**src/api_frame_rx_deframer_assert.svh**
```systemverilog
// Assertion macros for the API frame deframer.
// Depends on nothing; included by the top level.
`ifndef API_FRAME_RX_DEFRAMER_ASSERT_SVH
`define API_FRAME_RX_DEFRAMER_ASSERT_SVH

// Same-cycle implication, disabled while reset is asserted.
`define AFD_ASSERT_IMPLIES(lbl, clk, rst_n, ante, cons, msg) \
  lbl: assert property (@(posedge clk) disable iff (!rst_n) (ante) |-> (cons)) \
    else $error(msg);

// Next-cycle implication, disabled while reset is asserted.
`define AFD_ASSERT_NEXT(lbl, clk, rst_n, ante, cons, msg) \
  lbl: assert property (@(posedge clk) disable iff (!rst_n) (ante) |=> (cons)) \
    else $error(msg);

`endif

```
**src/afd_pkg.sv**
```systemverilog
// Package for the API frame deframer: byte codes, kind codes, result type.
// Depends on nothing.
`timescale 1ns / 1ps

package afd_pkg;

  // Framing bytes and checksum base.
  localparam logic [7:0] Delim   = 8'h7E;
  localparam logic [7:0] Esc     = 8'h7D;
  localparam logic [7:0] EscXor  = 8'h20;
  localparam logic [7:0] SumBase = 8'hFF;

  // Result kinds.
  localparam logic [1:0] KindBody  = 2'd0;
  localparam logic [1:0] KindEnd   = 2'd1;
  localparam logic [1:0] KindAbort = 2'd2;

  // One result item.
  typedef struct packed {
    logic [1:0]  item_kind;
    logic [7:0]  body_byte;
    logic        is_frame_type;
    logic        checksum_ok;
    logic [15:0] frame_length;
  } afd_result_t;

endpackage

```
**src/afd_if.sv**
```systemverilog
// Valid/ready channel interfaces for the API frame deframer.
// Depends on nothing.
`timescale 1ns / 1ps

// Raw received byte channel.
interface afd_rx_if;
  logic       valid;
  logic       ready;
  logic [7:0] rx_byte;

  modport source (output valid, output rx_byte, input ready);
  modport sink (input valid, input rx_byte, output ready);
endinterface

// Deframed result channel.
interface afd_res_if;
  logic        valid;
  logic        ready;
  logic [1:0]  item_kind;
  logic [7:0]  body_byte;
  logic        is_frame_type;
  logic        checksum_ok;
  logic [15:0] frame_length;

  modport source (output valid, output item_kind, output body_byte,
                  output is_frame_type, output checksum_ok, output frame_length,
                  input ready);
  modport sink (input valid, input item_kind, input body_byte,
                input is_frame_type, input checksum_ok, input frame_length,
                output ready);
endinterface

```
**src/afd_in_stage.sv**
```systemverilog
// Input register of the API frame deframer: holds one raw byte for the core.
// Depends on nothing.
`timescale 1ns / 1ps

module afd_in_stage (
  input  logic       clk_i,
  input  logic       rst_ni,
  input  logic       valid_i,
  input  logic [7:0] byte_i,
  input  logic       advance_i,
  output logic       ready_o,
  output logic       valid_o,
  output logic [7:0] byte_o
);

  logic       valid_q, valid_d;
  logic [7:0] byte_q;

  // The register takes a new item when empty or when its item moves on.
  assign ready_o = !valid_q || advance_i;

  always_comb begin
    valid_d = valid_q;
    if (ready_o) begin
      valid_d = valid_i;
    end
  end

  always_ff @(posedge clk_i or negedge rst_ni) begin
    if (!rst_ni) begin
      valid_q <= 1'b0;
    end else begin
      valid_q <= valid_d;
    end
  end

  // Payload needs no reset.
  always_ff @(posedge clk_i) begin
    if (ready_o && valid_i) begin
      byte_q <= byte_i;
    end
  end

  assign valid_o = valid_q;
  assign byte_o  = byte_q;

endmodule

```
**src/afd_core.sv**
```systemverilog
// Frame state and per-byte decode of the API frame deframer.
// Depends on afd_pkg.
`timescale 1ns / 1ps

module afd_core
  import afd_pkg::*;
(
  input  logic        clk_i,
  input  logic        rst_ni,
  input  logic        fire_i,
  input  logic [7:0]  rx_byte_i,
  output logic        res_valid_o,
  output afd_result_t res_o
);

  // Phase codes.
  localparam logic [1:0] PhHunt  = 2'd0;
  localparam logic [1:0] PhLenHi = 2'd1;
  localparam logic [1:0] PhLenLo = 2'd2;
  localparam logic [1:0] PhData  = 2'd3;

  logic [1:0]  phase_q, phase_d;
  logic        esc_q, esc_d;
  logic [15:0] len_q, len_d;
  logic [15:0] seen_q, seen_d;
  logic [7:0]  sum_q, sum_d;

  logic [7:0]  data_byte;

  // Unescape: a byte that follows the escape is XORed back to its data value.
  always_comb begin
    data_byte = esc_q ? (rx_byte_i ^ EscXor) : rx_byte_i;
  end

  // Next state and result for the current item.
  always_comb begin
    phase_d     = phase_q;
    esc_d       = esc_q;
    len_d       = len_q;
    seen_d      = seen_q;
    sum_d       = sum_q;
    res_valid_o = 1'b0;
    res_o       = '0;

    case (phase_q)
      PhHunt: begin
        if (rx_byte_i == Delim) begin
          phase_d = PhLenHi;
          esc_d   = 1'b0;
          len_d   = '0;
          seen_d  = '0;
          sum_d   = '0;
        end
      end
      default: begin
        if (!esc_q && (rx_byte_i == Delim)) begin
          // Unescaped delimiter inside a frame: abort and restart.
          res_valid_o     = 1'b1;
          res_o.item_kind = KindAbort;
          phase_d         = PhLenHi;
          esc_d           = 1'b0;
          len_d           = '0;
          seen_d          = '0;
          sum_d           = '0;
        end else if (!esc_q && (rx_byte_i == Esc)) begin
          esc_d = 1'b1;
        end else begin
          esc_d = 1'b0;
          case (phase_q)
            PhLenHi: begin
              len_d   = {data_byte, 8'h00};
              phase_d = PhLenLo;
            end
            PhLenLo: begin
              len_d   = {len_q[15:8], data_byte};
              seen_d  = '0;
              sum_d   = '0;
              phase_d = PhData;
            end
            default: begin
              res_valid_o        = 1'b1;
              res_o.frame_length = len_q;
              if (seen_q < len_q) begin
                // Body byte.
                res_o.item_kind     = KindBody;
                res_o.body_byte     = data_byte;
                res_o.is_frame_type = (seen_q == 16'd0);
                sum_d               = sum_q + data_byte;
                seen_d              = seen_q + 16'd1;
              end else begin
                // Checksum byte: report and go back to hunting.
                res_o.item_kind   = KindEnd;
                res_o.checksum_ok = ((SumBase - sum_q) == data_byte);
                phase_d           = PhHunt;
                esc_d             = 1'b0;
                len_d             = '0;
                seen_d            = '0;
                sum_d             = '0;
              end
            end
          endcase
        end
      end
    endcase
  end

  always_ff @(posedge clk_i or negedge rst_ni) begin
    if (!rst_ni) begin
      phase_q <= PhHunt;
      esc_q   <= 1'b0;
      len_q   <= '0;
      seen_q  <= '0;
      sum_q   <= '0;
    end else if (fire_i) begin
      phase_q <= phase_d;
      esc_q   <= esc_d;
      len_q   <= len_d;
      seen_q  <= seen_d;
      sum_q   <= sum_d;
    end
  end

endmodule

```
**src/afd_out_stage.sv**
```systemverilog
// Result register of the API frame deframer, driving the result channel.
// Depends on afd_pkg and afd_if.
`timescale 1ns / 1ps

module afd_out_stage
  import afd_pkg::*;
(
  input  logic        clk_i,
  input  logic        rst_ni,
  input  logic        load_i,
  input  afd_result_t res_i,
  output logic        free_o,
  afd_res_if.source   out_o
);

  logic        valid_q, valid_d;
  afd_result_t res_q;

  // Free when empty or when the held item leaves in this cycle.
  assign free_o = !valid_q || out_o.ready;

  always_comb begin
    valid_d = valid_q;
    if (load_i) begin
      valid_d = 1'b1;
    end else if (out_o.ready) begin
      valid_d = 1'b0;
    end
  end

  always_ff @(posedge clk_i or negedge rst_ni) begin
    if (!rst_ni) begin
      valid_q <= 1'b0;
    end else begin
      valid_q <= valid_d;
    end
  end

  always_ff @(posedge clk_i) begin
    if (load_i) begin
      res_q <= res_i;
    end
  end

  assign out_o.valid         = valid_q;
  assign out_o.item_kind     = res_q.item_kind;
  assign out_o.body_byte     = res_q.body_byte;
  assign out_o.is_frame_type = res_q.is_frame_type;
  assign out_o.checksum_ok   = res_q.checksum_ok;
  assign out_o.frame_length  = res_q.frame_length;

endmodule

```
**src/api_frame_rx_deframer.sv**
```systemverilog
// API frame deframer: takes escaped raw bytes and emits body, end and abort items.
// The block takes one raw byte per item on in_i (valid/ready) and gives at most one
// result item per byte on out_o (valid/ready). Bytes outside a frame, the escape
// byte and the length bytes give no result. Each body byte gives a body item,
// the checksum byte gives an end item with checksum_ok, and an unescaped
// delimiter inside a frame gives an abort item and starts a new frame.
// A byte accepted on in_i is held in the input register, is decoded from there when
// the result register is free, and its result is presented on out_o from the
// result register.
// Throughput: one byte per cycle while out_o does not stall; the frame state
// (phase, escape flag, length, count and 8-bit sum) updates through an 8-bit add
// and a 16-bit compare between the input register and the result register.
// Reset (rst_ni low, asynchronous) empties both registers and puts the block
// in delimiter hunt with cleared counters.
// When the receiver stalls, the result is held in the output register; the
// next byte still enters the input register and waits there, and in_i.ready
// drops only when both registers are full.
// Depends on afd_pkg, afd_if, afd_in_stage, afd_core, afd_out_stage and the
// assertion header.
`timescale 1ns / 1ps
`include "api_frame_rx_deframer_assert.svh"

module api_frame_rx_deframer
  import afd_pkg::*;
(
  input  logic      clk_i,
  input  logic      rst_ni,
  afd_rx_if.sink    in_i,
  afd_res_if.source out_o
);

  logic        s1_valid;
  logic [7:0]  s1_byte;
  logic        s1_fire;
  logic        out_free;
  logic        res_valid;
  afd_result_t res;

  // A held byte is decoded whenever the result register can take its result.
  assign s1_fire = s1_valid && out_free;

  afd_in_stage u_in (
    .clk_i     (clk_i),
    .rst_ni    (rst_ni),
    .valid_i   (in_i.valid),
    .byte_i    (in_i.rx_byte),
    .advance_i (s1_fire),
    .ready_o   (in_i.ready),
    .valid_o   (s1_valid),
    .byte_o    (s1_byte)
  );

  afd_core u_core (
    .clk_i       (clk_i),
    .rst_ni      (rst_ni),
    .fire_i      (s1_fire),
    .rx_byte_i   (s1_byte),
    .res_valid_o (res_valid),
    .res_o       (res)
  );

  afd_out_stage u_out (
    .clk_i  (clk_i),
    .rst_ni (rst_ni),
    .load_i (s1_fire && res_valid),
    .res_i  (res),
    .free_o (out_free),
    .out_o  (out_o)
  );

  // Checks on the block's own logic.
  `AFD_ASSERT_IMPLIES(a_abort_clean, clk_i, rst_ni, out_o.valid && (out_o.item_kind == KindAbort), (out_o.frame_length == 16'd0) && (out_o.body_byte == 8'd0), "abort item carries data")
  `AFD_ASSERT_IMPLIES(a_body_len, clk_i, rst_ni, out_o.valid && (out_o.item_kind == KindBody), (out_o.frame_length != 16'd0) && !out_o.checksum_ok, "body item in empty frame")
  `AFD_ASSERT_IMPLIES(a_type_flag, clk_i, rst_ni, out_o.valid && out_o.is_frame_type, out_o.item_kind == KindBody, "frame type flag on non-body item")
  `AFD_ASSERT_NEXT(a_in_held, clk_i, rst_ni, in_i.valid && in_i.ready, s1_valid, "accepted byte lost")

endmodule
```
**src/flat_wrapper.sv**
```systemverilog
// flat-port wrapper written by rule: the top's interface ports become plain ports
module api_frame_rx_deframer_flat import afd_pkg::*;
  (clk_i, rst_ni, in_i_valid, in_i_rx_byte, in_i_ready, out_o_valid, out_o_item_kind, out_o_body_byte, out_o_is_frame_type, out_o_checksum_ok, out_o_frame_length, out_o_ready);
  afd_rx_if in_i_i ();
  afd_res_if out_o_i ();
  input  logic clk_i;
  input  logic rst_ni;
  input wire logic [$bits(in_i_i.valid)-1:0] in_i_valid;
  input wire logic [$bits(in_i_i.rx_byte)-1:0] in_i_rx_byte;
  output wire logic [$bits(in_i_i.ready)-1:0] in_i_ready;
  output wire logic [$bits(out_o_i.valid)-1:0] out_o_valid;
  output wire logic [$bits(out_o_i.item_kind)-1:0] out_o_item_kind;
  output wire logic [$bits(out_o_i.body_byte)-1:0] out_o_body_byte;
  output wire logic [$bits(out_o_i.is_frame_type)-1:0] out_o_is_frame_type;
  output wire logic [$bits(out_o_i.checksum_ok)-1:0] out_o_checksum_ok;
  output wire logic [$bits(out_o_i.frame_length)-1:0] out_o_frame_length;
  input wire logic [$bits(out_o_i.ready)-1:0] out_o_ready;
  assign in_i_i.valid = in_i_valid;
  assign in_i_i.rx_byte = in_i_rx_byte;
  assign in_i_ready = in_i_i.ready;
  assign out_o_valid = out_o_i.valid;
  assign out_o_item_kind = out_o_i.item_kind;
  assign out_o_body_byte = out_o_i.body_byte;
  assign out_o_is_frame_type = out_o_i.is_frame_type;
  assign out_o_checksum_ok = out_o_i.checksum_ok;
  assign out_o_frame_length = out_o_i.frame_length;
  assign out_o_i.ready = out_o_ready;
  api_frame_rx_deframer u_core (.clk_i(clk_i), .rst_ni(rst_ni), .in_i(in_i_i), .out_o(out_o_i));
endmodule
```
**config.mk**
```make
export PLATFORM = sky130hd
export DESIGN_NAME = api_frame_rx_deframer_flat
export DESIGN_NICKNAME = d
export VERILOG_FILES = /design/src/afd_pkg.sv /design/src/afd_if.sv /design/src/afd_in_stage.sv /design/src/afd_core.sv /design/src/afd_out_stage.sv /design/src/api_frame_rx_deframer.sv /design/src/flat_wrapper.sv
export VERILOG_INCLUDE_DIRS = /design/src /design/src/src
export SDC_FILE = /design/constraint.sdc
export NUM_CORES = 1
export LEC_CHECK = 0
export ABC_AREA = 1
export BUFFER_PORTS_ARGS = -buffer_cell sky130_fd_sc_hd__buf_4
export CAP_MARGIN = 20
export CELL_PAD_IN_SITES_DETAIL_PLACEMENT = 1
export CELL_PAD_IN_SITES_GLOBAL_PLACEMENT = 1
export CORE_AREA = 4 4 109 101
export DETAILED_ROUTE_END_ITERATION = 16
export DIE_AREA = 0 0 113 105
export PLACE_DENSITY = 0.75
export SETUP_SLACK_MARGIN = 0.15
export SLEW_MARGIN = 20
export SYNTH_ARGS = -nofsm -noshare
export SYNTH_HDL_FRONTEND = slang
export SYNTH_SLANG_ARGS = --single-unit
```
**constraint.sdc**
```tcl
create_clock -name clk_i -period 3.6 [get_ports clk_i]
set_input_delay 0.18 -clock clk_i [delete_from_list [all_inputs] [get_ports clk_i]]
set_output_delay 0.18 -clock clk_i [all_outputs]
set_load 0.005 [all_outputs]
```
# Word level (Yosys, flattened, before mapping)
# Index checks and enable logic that the tools add are counted.
# classes
n_lt_le_gt_ge	1
mux	40
n_eq_ne	11
n_reduce_logical	21
addsub	3
n_bitwise	2
# ops
operator	count
$mux W16	9
$pmux W16 S2	2
$mux W27	2
$mux W8	5
$add A16 B1 Y16 const B	1
$eq A8 B7 Y1 const B	2
$logic_not A16 Y1	1
$lt A16 B16 Y1	1
$pmux W8 S2	1
$mux W1	12
$mux W2	6
$reduce_or A6 Y1	2
$mux W9	1
$add A8 B8 Y8	1
$eq A8 B8 Y1	1
$reduce_and A4 Y1	2
$sub A8 B8 Y8 const A	1
$mux W6	1
$ne A3 B3 Y1 const B	2
$logic_and A1 B1 Y1	5
$ne A5 B2 Y1 const B	1
$reduce_and A5 Y1	1
$reduce_or A5 Y1	1
$ne A4 B2 Y1 const B	1
12 further kinds	16
# totals
reg_bits	81
wordCells	93
in_bits	12
output_inout_bits	30

# Logic depth before layout (Yosys ltp)
# Gate-level depths: netlist of run 1.
# logic_depth
ltp_word	8
depth_mapped	14
ltp_nobuf	13

# Cells and area by module
# From an unflattened synthesis of run 1, not the netlist that was laid out.
# hier_totals
cells_unflattened	498
area_unflattened_um2	4455.5
# modules_own_cells
mod	seq_area_each_um2	n_inst	area_each_um2	cells_each
afd_core	1076.0	1	3266.9	447
afd_out_stage	865.8	1	885.8	33
afd_in_stage	265.3	1	285.3	14
api_frame_rx_deframer	0.0	1	17.5	4

# Worst setup path before layout of run 1
# No wires, ideal clock.
# synth_timing
kind	reg2reg
startpoint	register u_core.u_in.byte_q[7] (netlist: u_core.u_in.byte_o[7])
endpoint	register u_core.u_out.res_q (netlist bit u_core.u_out.out_o.body_byte[0]), enable pin
setup_time_ns	0.413
t_arrival_ns	2.170
setup_slack_ns	1.018
path_stages_with_launch	6
synth_period_minus_slack_ns	2.582
path_cell_list	edfxtp_1 -> nor3_4 -> nand3_4 -> nand2_1 -> inv_1 -> nor2_1
# synth_via
elab_chain_cells	6
elab_cells_between_ends	8
classes_between	2 x eq/ne; 3 x mux; 3 x reduce/logical
# synth_lines
element	line_no	source
start, declared	afd_in_stage.sv:17	logic [7:0] byte_q;
start signal, assigned	afd_in_stage.sv:40	byte_q <= byte_i;
$eq A8 B7 Y1	afd_core.sv:65	end else if (!esc_q && (rx_byte_i == Esc)) begin
$logic_and A1 B1 Y1	afd_core.sv:65	
$mux W1	afd_core.sv:65	
$mux W1 (*)	afd_core.sv:56	if (!esc_q && (rx_byte_i == Delim)) begin
$mux W1 (*)	afd_core.sv:45	case (phase_q)
$logic_and A1 B1 Y1 (*)	api_frame_rx_deframer.sv:65	.load_i (s1_fire && res_valid),
named net u_core.u_out.load_i	afd_out_stage.sv:10	input logic load_i,
end signal, assigned	afd_out_stage.sv:41	res_q <= res_i;
end, declared	afd_out_stage.sv:17	afd_result_t res_q;
# The timed path passes the listed nets; every way through them passes the cells marked *.
# A chain may end at the register's enable or synchronous reset.

# Worst setup path after layout of run 1
# layout_timing
startpoint	register u_core.u_core.seen_q[9]
endpoint	register u_core.u_core.sum_q[2]
# layout_via
elab_chain_cells	6
# layout_lines
element	line_no	source
start, declared	afd_core.sv:25	logic [15:0] seen_q, seen_d;
start signal, assigned	afd_core.sv:118	seen_q <= seen_d;
$lt A16 B16 Y1	afd_core.sv:83	if (seen_q < len_q) begin
$mux W8	afd_core.sv:83	
$pmux W8 S2	afd_core.sv:69	case (phase_q)
$mux W8	afd_core.sv:65	
$mux W8	afd_core.sv:56	
$mux W8	afd_core.sv:45	
end signal, assigned	afd_core.sv:119	sum_q <= sum_d;
end, declared	afd_core.sv:26	logic [7:0] sum_q, sum_d;
# Every way passes these cells. The select of a mux whose other input is x is not followed.

==> impl_metrics.toml, run 1 <==
[place]
gp_congestion = 0.837
port_buffers = 41
dp_hpwl_um = 8790

[synth]
share_of_the_synthesized_area_in_the_top_cell_type = 0.255
synth_top_cells_by_area = "sky130_fd_sc_hd__dfrtp_1 25%, sky130_fd_sc_hd__edfxtp_1 24%, sky130_fd_sc_hd__nand2_1 8.1%"
synth_enable_flop_cells = 36
syn-instance-count = 482
netlist.top_cell.by_area = "sky130_fd_sc_hd__dfrtp_1"
ys_ff_latch = 81
synth_most_common_cell = "sky130_fd_sc_hd__nand2_1"
yosys.cell_types.count = 32
synthArstFlopShare = 0.556
synth_flop_cell = "sky130_fd_sc_hd__dfrtp_1"
synth_sequential_area_ratio = 0.499
synthesis.area_mm2 = 0.00442
yosys_warnings = 0
postSynthAreaPerCell_um2 = 9.18
synthesis.nets = 523
top_cells_by_count_synth = "95 x sky130_fd_sc_hd__nand2_1, 60 x sky130_fd_sc_hd__nor2_1, 55 x sky130_fd_sc_hd__inv_1"

[clocking]
holdBufCountCts = 9
post_cts_resized = 0
clock_latency_ns = 0.36
cts.repair_timing.setup_buffer_count = 0
clock-sinks = 81
cts-buffers-inserted = 9
clock_tree.buffer_depth = 2
cts_max_level = 3
clock_tree_root_buffer_cell = "sky130_fd_sc_hd__clkbuf_8"
tritoncts = "done"
cts.reportedPaths.clkPinSlew_ns = 0.09

[drt]
drt_pass1_iterations = 4
initial_drt_markers = 150
route.detailed.vias_per_inst = 5.27
drc = 0
post_drt_wl_per_cell_um = 17.7
postRouteWirelength_um = 11900
antenna_violating_nets_post_route = 0
routed-via-count = 3543

[sta]
timing_max_transition_violations_final = 0
max_freq_mhz = 397
finalSetupTns_ns = 0
finalWorstPathRequiredPeriod_ns = 2.52
hold_viol_final = 0
max_slew_margin = 0.452
finalSetupViolCount = 0
grt_setup_unrepaired = "false"
finalCritPeriodShare = 0.701
tightestPinTransition_ns = 0.820
fin_worst_skew_ns = 0.0133

[power_and_ir_drop]
power_switching_mw = 1.79
vdd_drop_max_uv = 289
power_frac_comb = 0.474
seqPwrFrac = 0.348
clockPowerShare = 0.178
cell_internal_pwr_mw = 2.12
switching_share_of_power = 0.458
cellLeakagePower_nw = 2.37
power-per-cell-area_mw_per_mm2 = 760
power_mw = 3.91

[die]
initial_core_util = 0.445
core-area_mm2 = 0.00994
die_h_um = 105
num_io_pins = 42
die_width_um = 113
placement_rows = 35
die-area_mm2 = 0.0119

[final_layout]
finish.net_count = 579
num_antenna_cells = 0
final_layout_size_suffix_gt1_frac = 0.190
area.growth.synth_to_final_pct = 16.3

[setup_path]
critical_path_class = "flip-flop to flip-flop"
critical_path.cell_chain = "ha_1, nand2_1, inv_1, o21bai_1, a21oi_1, nor2_1, nand2_1, nor2_2, nand2_2, o21ai_1"
worstRegToRegCells = 10
crit-reg2reg-capture = "u_core.u_core.sum_q[2]"
crit_arrival_ns = 2.81
reg2reg_from = "u_core.u_core.seen_q[9]"
cp_top_family = "simple AND/OR/NAND/NOR gates"
worst_setup_path_endpoint = "u_core.u_core.sum_q[2]"
cpMostUsedCell = "sky130_fd_sc_hd__nand2_1"
worst_ep_required_time_ns = 3.89
timing.critical_path.depth = 10
cpMaxStageDelayCell = "sky130_fd_sc_hd__dfrtp_1"
crit_path_max_fanout = 11
setup_slack_of_the_most_critical_reg_to_reg_path_ns = 1.08
critPathBufInv = 1
start_kind = "flip-flop"
worstSetupStartpoint = "u_core.u_core.seen_q[9]"
crit_path_end_kind = "flip-flop"
critical-path-max-stage-delay_ns = 0.46

[grt]
remaining_global_route_overflow = 0
grt_first_pass_wirelength_um = 20100
grt_start_max_net_pins = 46
grt_usage = 0.217
via_count_of_the_first_global_routing_pass = 3888
grt_antenna_before_repair = 0

[outcome]
status = "finished, final reports clean"

[hold_path]
timing.hold.worst_path_depth = 3
hold_path_class = "input port to flip-flop"

[job]
max-cap-violations = 0
## registers in the layout (all words and copies together), names as in the netlist
signal,count
u_core.u_out.out_o.valid,1
u_core.u_core.phase_q,2
u_core.u_core.sum_q,8
u_core.u_out.out_o.item_kind,2
u_core.u_core.esc_q,1
u_core.u_core.seen_q,16
u_core.u_in.valid_o,1
u_core.u_in.byte_o,8
u_core.u_out.out_o.is_frame_type,1
u_core.u_out.out_o.checksum_ok,1
u_core.u_out.out_o.frame_length,16
u_core.u_core.len_q,16
u_core.u_out.out_o.body_byte,8
## cell type report
type,instances,area (um^2)
Sequential cell,81,2210
Clock buffer,10,138
Tap cell,129,161
Clock inverter,6,65.1
Timing Repair Buffer,52,413
Fill cell,1145,4800
Inverter,63,239
Multi-Input combinational cell,331,1920
## cell usage in the layout (no fill, tap or decap), types with 3 or more instances in the layout
| master | netlist | layout |
|---|---|---|
| sky130_fd_sc_hd__buf_4 | 2 | 43 |
| sky130_fd_sc_hd__o21ai_0 | 3 | 3 |
| sky130_fd_sc_hd__ha_1 | 28 | 28 |
| sky130_fd_sc_hd__dfrtp_1 | 45 | 45 |
| sky130_fd_sc_hd__edfxtp_1 | 36 | 36 |
| sky130_fd_sc_hd__xnor2_1 | 7 | 7 |
| sky130_fd_sc_hd__nand2_1 | 95 | 95 |
| sky130_fd_sc_hd__nor3_1 | 7 | 7 |
| sky130_fd_sc_hd__o21ai_2 | 17 | 17 |
| sky130_fd_sc_hd__xor2_1 | 6 | 6 |
| sky130_fd_sc_hd__nor4_1 | 5 | 5 |
| sky130_fd_sc_hd__nor2_1 | 60 | 59 |
| sky130_fd_sc_hd__inv_2 | 7 | 7 |
| sky130_fd_sc_hd__nand3_1 | 46 | 46 |
| sky130_fd_sc_hd__o21ai_1 | 4 | 4 |
| sky130_fd_sc_hd__nand2_2 | 7 | 7 |
| sky130_fd_sc_hd__inv_1 | 55 | 55 |
| sky130_fd_sc_hd__clkbuf_8 | 0 | 10 |
| sky130_fd_sc_hd__nand4_1 | 15 | 15 |
| sky130_fd_sc_hd__a21oi_1 | 16 | 16 |
| sky130_fd_sc_hd__dlygate4sd3_1 | 0 | 9 |
## per-stage QoR
stage | cells | instance area, um^2 | hold WS [ns] | util | setup slack [ns]
finish | 672 | 5140 | 0.0375 | 0.518 | 1.08
global route | 672 | 5140 | 0.0581 | 0.518 | 0.890
CTS | 672 | 5140 | 0.0315 | 0.518 | 1.11
detailed placement | 647 | 4850 | 0.237 | 0.488 | 1.16
global placement | 647 | 4850 | 0.235 | 0.488 | 1.29
floorplan | 482 | 4420 | -0.116 | - | 1.02
## worst reg2reg max path, cell delays in order, from the launching register on
cell	delay [ns]
sky130_fd_sc_hd__dfrtp_1	0.46
sky130_fd_sc_hd__ha_1	0.32
sky130_fd_sc_hd__nand2_1	0.07
sky130_fd_sc_hd__inv_1	0.04
sky130_fd_sc_hd__o21bai_1	0.13
sky130_fd_sc_hd__a21oi_1	0.09
sky130_fd_sc_hd__nor2_1	0.29
sky130_fd_sc_hd__nand2_1	0.19
sky130_fd_sc_hd__nor2_2	0.32
sky130_fd_sc_hd__nand2_2	0.32
sky130_fd_sc_hd__o21ai_1	0.23
## per-layer routing
metal	track usage	vias to the layer above	routed length (um)
met4	0.0670	0	189
met3	0.0347	18	406
met5	0	-	0
met2	0.366	65	5880
li1	-	1714	-
met1	0.284	1746	5430
## worst min-delay path by stage
stage / slack (ns) / end / start
detailed placement: 0.24 / u_core.u_core.seen_q[3] / rst_ni
global placement: 0.23 / u_core.u_core.seen_q[3] / rst_ni
global route: 0.06 / u_core.u_in.valid_o / in_i_valid
CTS: 0.03 / u_core.u_in.valid_o / in_i_valid
finish: 0.04 / u_core.u_in.valid_o / in_i_valid
floorplan: -0.12 / u_core.u_core.esc_q / rst_ni
## power by group through the flow
| stage | clock network [mW] | registers (mW) | logic [mW] |
|---|---|---|---|
| floorplan | 0 | 1.35 | 1.25 |
| global placement | 0 | 1.37 | 1.77 |
| detailed placement | 0 | 1.38 | 1.84 |
| CTS | 0.706 | 1.37 | 1.86 |
| global route | 0.763 | 1.39 | 2.09 |
| finish | 0.694 | 1.36 | 1.85 |
## cell families (layout without fill, tap and decap cells)
group                    Yosys count  count (layout)  share of synthesized area
buffers and inverters             70             131                     0.0670
adder cells (fa/ha/maj)           29              29                     0.0837
AO/OA/AOI/OAI                     45              45                     0.0685
XOR/XNOR                          13              13                     0.0257
AND/OR/NAND/NOR                  244             244                      0.256
flip-flops                        81              81                      0.499
No activity file was read; power rests on OpenSTA's default activity.
==> run 2: changes to the inputs <==
ABC_AREA = 0   (was 1)
CORE_AREA = 4 4 112 104   (was 4 4 109 101)
DIE_AREA = 0 0 116 108   (was 0 0 113 105)
PLACE_DENSITY = 0.72   (was 0.75)
clock period = 2.3 ns   (was 3.6 ns; I/O delays follow)
==> run 2 against run 1 <==
  * Non-clock buffer count increased by 80
  * Sequential share of layout area decreased by 8.2 points
  * The flow now finishes with violations (setup timing)
  * Largest cell class is now multi-input gates
  * Clock skew decreased by 0.0056 ns
  * Largest power group unchanged
  * Global-route usage increased by 1.7 points
  * Count of clock-buffer cells in the layout unchanged
==> impl_metrics.toml, run 2 <==
[outcome]
status = "finished, violations left"
violated_checks = "setup timing"

[drt]
post_drt_wl_per_cell_um = 22.1
drc = 0
route.detailed.vias_per_inst = 5.63
routed-via-count = 3781
drt_pass1_iterations = 4
postRouteWirelength_um = 14800
antenna_violating_nets_post_route = 0
initial_drt_markers = 306

[grt]
grt_start_max_net_pins = 46
grt_first_pass_wirelength_um = 22100
via_count_of_the_first_global_routing_pass = 4095
remaining_global_route_overflow = 0
grt_antenna_before_repair = 0
grt_usage = 0.234

[final_layout]
stdcell_count = 671
final_layout_size_suffix_gt1_frac = 0.361
num_antenna_cells = 0
most-common-layout-cells = "104 x sky130_fd_sc_hd__buf_4, 45 x sky130_fd_sc_hd__dfrtp_1, 36 x sky130_fd_sc_hd__edfxtp_1"
utilization = 0.603
finish.net_count = 574
area.growth.synth_to_final_pct = 43.9
layout.cells.most_common = "sky130_fd_sc_hd__buf_4"

[synth]
synthArstFlopShare = 0.556
synth_top_cells_by_area = "sky130_fd_sc_hd__dfrtp_1 25%, sky130_fd_sc_hd__edfxtp_1 24%, sky130_fd_sc_hd__ha_1 7.9%"
share_of_the_synthesized_area_in_the_top_cell_type = 0.255
synth_flop_cell = "sky130_fd_sc_hd__dfrtp_1"
ys_ff_latch = 81
synth_most_common_cell = "sky130_fd_sc_hd__dfrtp_1"
synth_enable_flop_cells = 36
synth_sequential_area_ratio = 0.499
netlist.top_cell.by_area = "sky130_fd_sc_hd__dfrtp_1"
yosys.cell_types.count = 57
syn-instance-count = 407
top_cells_by_count_synth = "45 x sky130_fd_sc_hd__dfrtp_1, 37 x sky130_fd_sc_hd__inv_1, 36 x sky130_fd_sc_hd__edfxtp_1"
synthesis.nets = 448
synthesis.area_mm2 = 0.00442
yosys_warnings = 0
postSynthAreaPerCell_um2 = 10.9

[clocking]
clock_tree.buffer_depth = 2
cts-buffers-inserted = 9
clock_latency_ns = 0.35
tritoncts = "done"
cts_max_level = 3
clock_tree_root_buffer_cell = "sky130_fd_sc_hd__clkbuf_16"
cts.reportedPaths.clkPinSlew_ns = 0.07
clock-sinks = 81

[hold_path]
timing.hold.worst_path_depth = 3
holdPathEnd = "u_core.u_out.out_o.valid"
hold_path_class = "input port to flip-flop"
hold_path_startpoint = "out_o_ready"

[sta]
max_slew_margin = 0.582
hold_viol_final = 0
fin_worst_skew_ns = 0.00775
finalSetupViolCount = 53
fin_ws_ns = -0.338
finalWorstPathRequiredPeriod_ns = 2.64
finalCritPeriodShare = 1.15
timing_max_transition_violations_final = 0
grt_setup_unrepaired = "true"
hold-worst-slack_ns = 0.133
max_freq_mhz = 379
tightestPinTransition_ns = 0.627

[place]
numPlacedInstances = 625
port_buffers = 41
gp_congestion = 0.827
setup_slack_placement_ns = -0.354
dp_hpwl_um = 9450

[setup_path]
crit-reg2reg-capture = "u_core.u_core.len_q[14]"
cp_top_family = "compound AO/OA/AOI/OAI gates"
crit_path_end_kind = "flip-flop"
setup_slack_of_the_most_critical_reg_to_reg_path_ns = -0.34
reg2reg_from = "u_core.u_core.seen_q[10]"
crit_path_max_fanout = 4
start_kind = "flip-flop"
critical-path-max-stage-delay_ns = 0.43
worst_ep_required_time_ns = 2.57
cpMaxStageDelayCell = "sky130_fd_sc_hd__dfrtp_1"
crit_arrival_ns = 2.90
critical_path.cell_chain = "ha_4, nand4_1, buf_4, a311oi_1, nor2_1, and4b_4, a221oi_4, buf_6, mux2i_1"
critical_path_class = "flip-flop to flip-flop"
worstRegToRegCells = 9
critPathBufInv = 2

[die]
num_io_pins = 42
placement_rows = 36
die_h_um = 108
die_width_um = 116
core-area_mm2 = 0.0105
initial_core_util = 0.419
die-area_mm2 = 0.0125

[power_and_ir_drop]
power_mw = 12.4
vdd_drop_max_uv = 1520
power-per-cell-area_mw_per_mm2 = 1950
cellLeakagePower_nw = 2.68

[job]
max-cap-violations = 0
run 2: cell count changes in the layout (fill, tap and decap cells not counted), moves of 9 or more:
cell                        change
sky130_fd_sc_hd__nand2_1       -70
sky130_fd_sc_hd__clkbuf_16     +12
sky130_fd_sc_hd__buf_4         +61
sky130_fd_sc_hd__nand3_1       -29
sky130_fd_sc_hd__clkbuf_8      -10
sky130_fd_sc_hd__nor2_1        -47
sky130_fd_sc_hd__mux2i_1       +10
sky130_fd_sc_hd__inv_1         -23
sky130_fd_sc_hd__o21ai_2       -16
sky130_fd_sc_hd__a21oi_1        -9
sky130_fd_sc_hd__and2_1        +21
run 2: area by class of cell:
cell class              instances  area (um^2)
clock buffers                  10          229
clock inverters                 6         66.3
fillers                      1077         4180
flip-flops and latches         81         2210
well taps                     133          166
multi-input cells             272         2350
repair buffers                132         1200
inverters                      37          139
run 2: worst reg2reg max path, delay by kind of cell (launching register included):
family / cells / cell delay (ns)
muxes: 1 / 0.20
buffers and inverters: 2 / 0.38
AOI/OAI and AO/OA: 2 / 0.74
and+or+nand+nor: 3 / 0.52
DFF: 1 / 0.43
adders and majority gates: 1 / 0.29
run 2: where the power goes:
group	switching (mW)	internal, mW	total (mW)	leakage [nW]
clock network	0.614	0.846	1.46	0.137
registers	0.267	2.04	2.31	0.954
logic	4.23	4.39	8.63	1.59
total	5.11	7.28	12.4	2.68
run 2: logic make-up (layout without fill, tap and decap cells):
logic type	count (synthesis)	after routing	share of synthesized area
simple gates	141	141	0.181
flops	81	81	0.499
mux	13	13	0.0309
fa+ha+maj	29	29	0.0838
compound gates	81	82	0.141
xor+xnor	7	7	0.0139
buf+inv	55	185	0.0493
run 2: metrics by stage:
step / cell area (um^2) / TNS [ns]
detailed placement: 5340 / -7.23
finish: 6360 / -12.73
CTS: 6060 / -7.04
global placement: 5340 / -2.47
global route: 6360 / -17.36
floorplan: 4470 / -8.28
run 2: how the worst max path moves through the flow:
stage	from	to	slack, ns	cells after the start
finish	u_core.u_core.seen_q[10]	u_core.u_core.len_q[14]	-0.34	9
global route	u_core.u_core.len_q[3]	u_core.u_core.len_q[14]	-0.45	9
CTS	u_core.u_core.seen_q[9]	u_core.u_core.len_q[12]	-0.24	8
detailed placement	u_core.u_core.len_q[10]	u_core.u_core.len_q[12]	-0.35	9
global placement	u_core.u_core.len_q[10]	u_core.u_core.len_q[13]	-0.19	9
floorplan	u_core.u_core.seen_q[11]	u_core.u_core.len_q[8]	-0.38	8
run 2: what timing repair did:
| action | in CTS | in global routing |
|---|---|---|
| endpoints found under the hold margin | 54 | 0 |
| pin swaps | 14 | 7 |
| hold buffers | 10 | 0 |
| cloned | 3 | 4 |
| setup endpoints to repair | 51 | 78 |
| setup buffers | 9 | 4 |
| gates resized for setup | 45 | 28 |
run 2: per-layer routing:
layer,share of wire,track usage,vias up
li1,-,-,1751
met1,0.41,0.284,1895
met2,0.52,0.424,103
met3,0.045,0.0492,32
met4,0.025,0.0555,0
met5,0,0,-
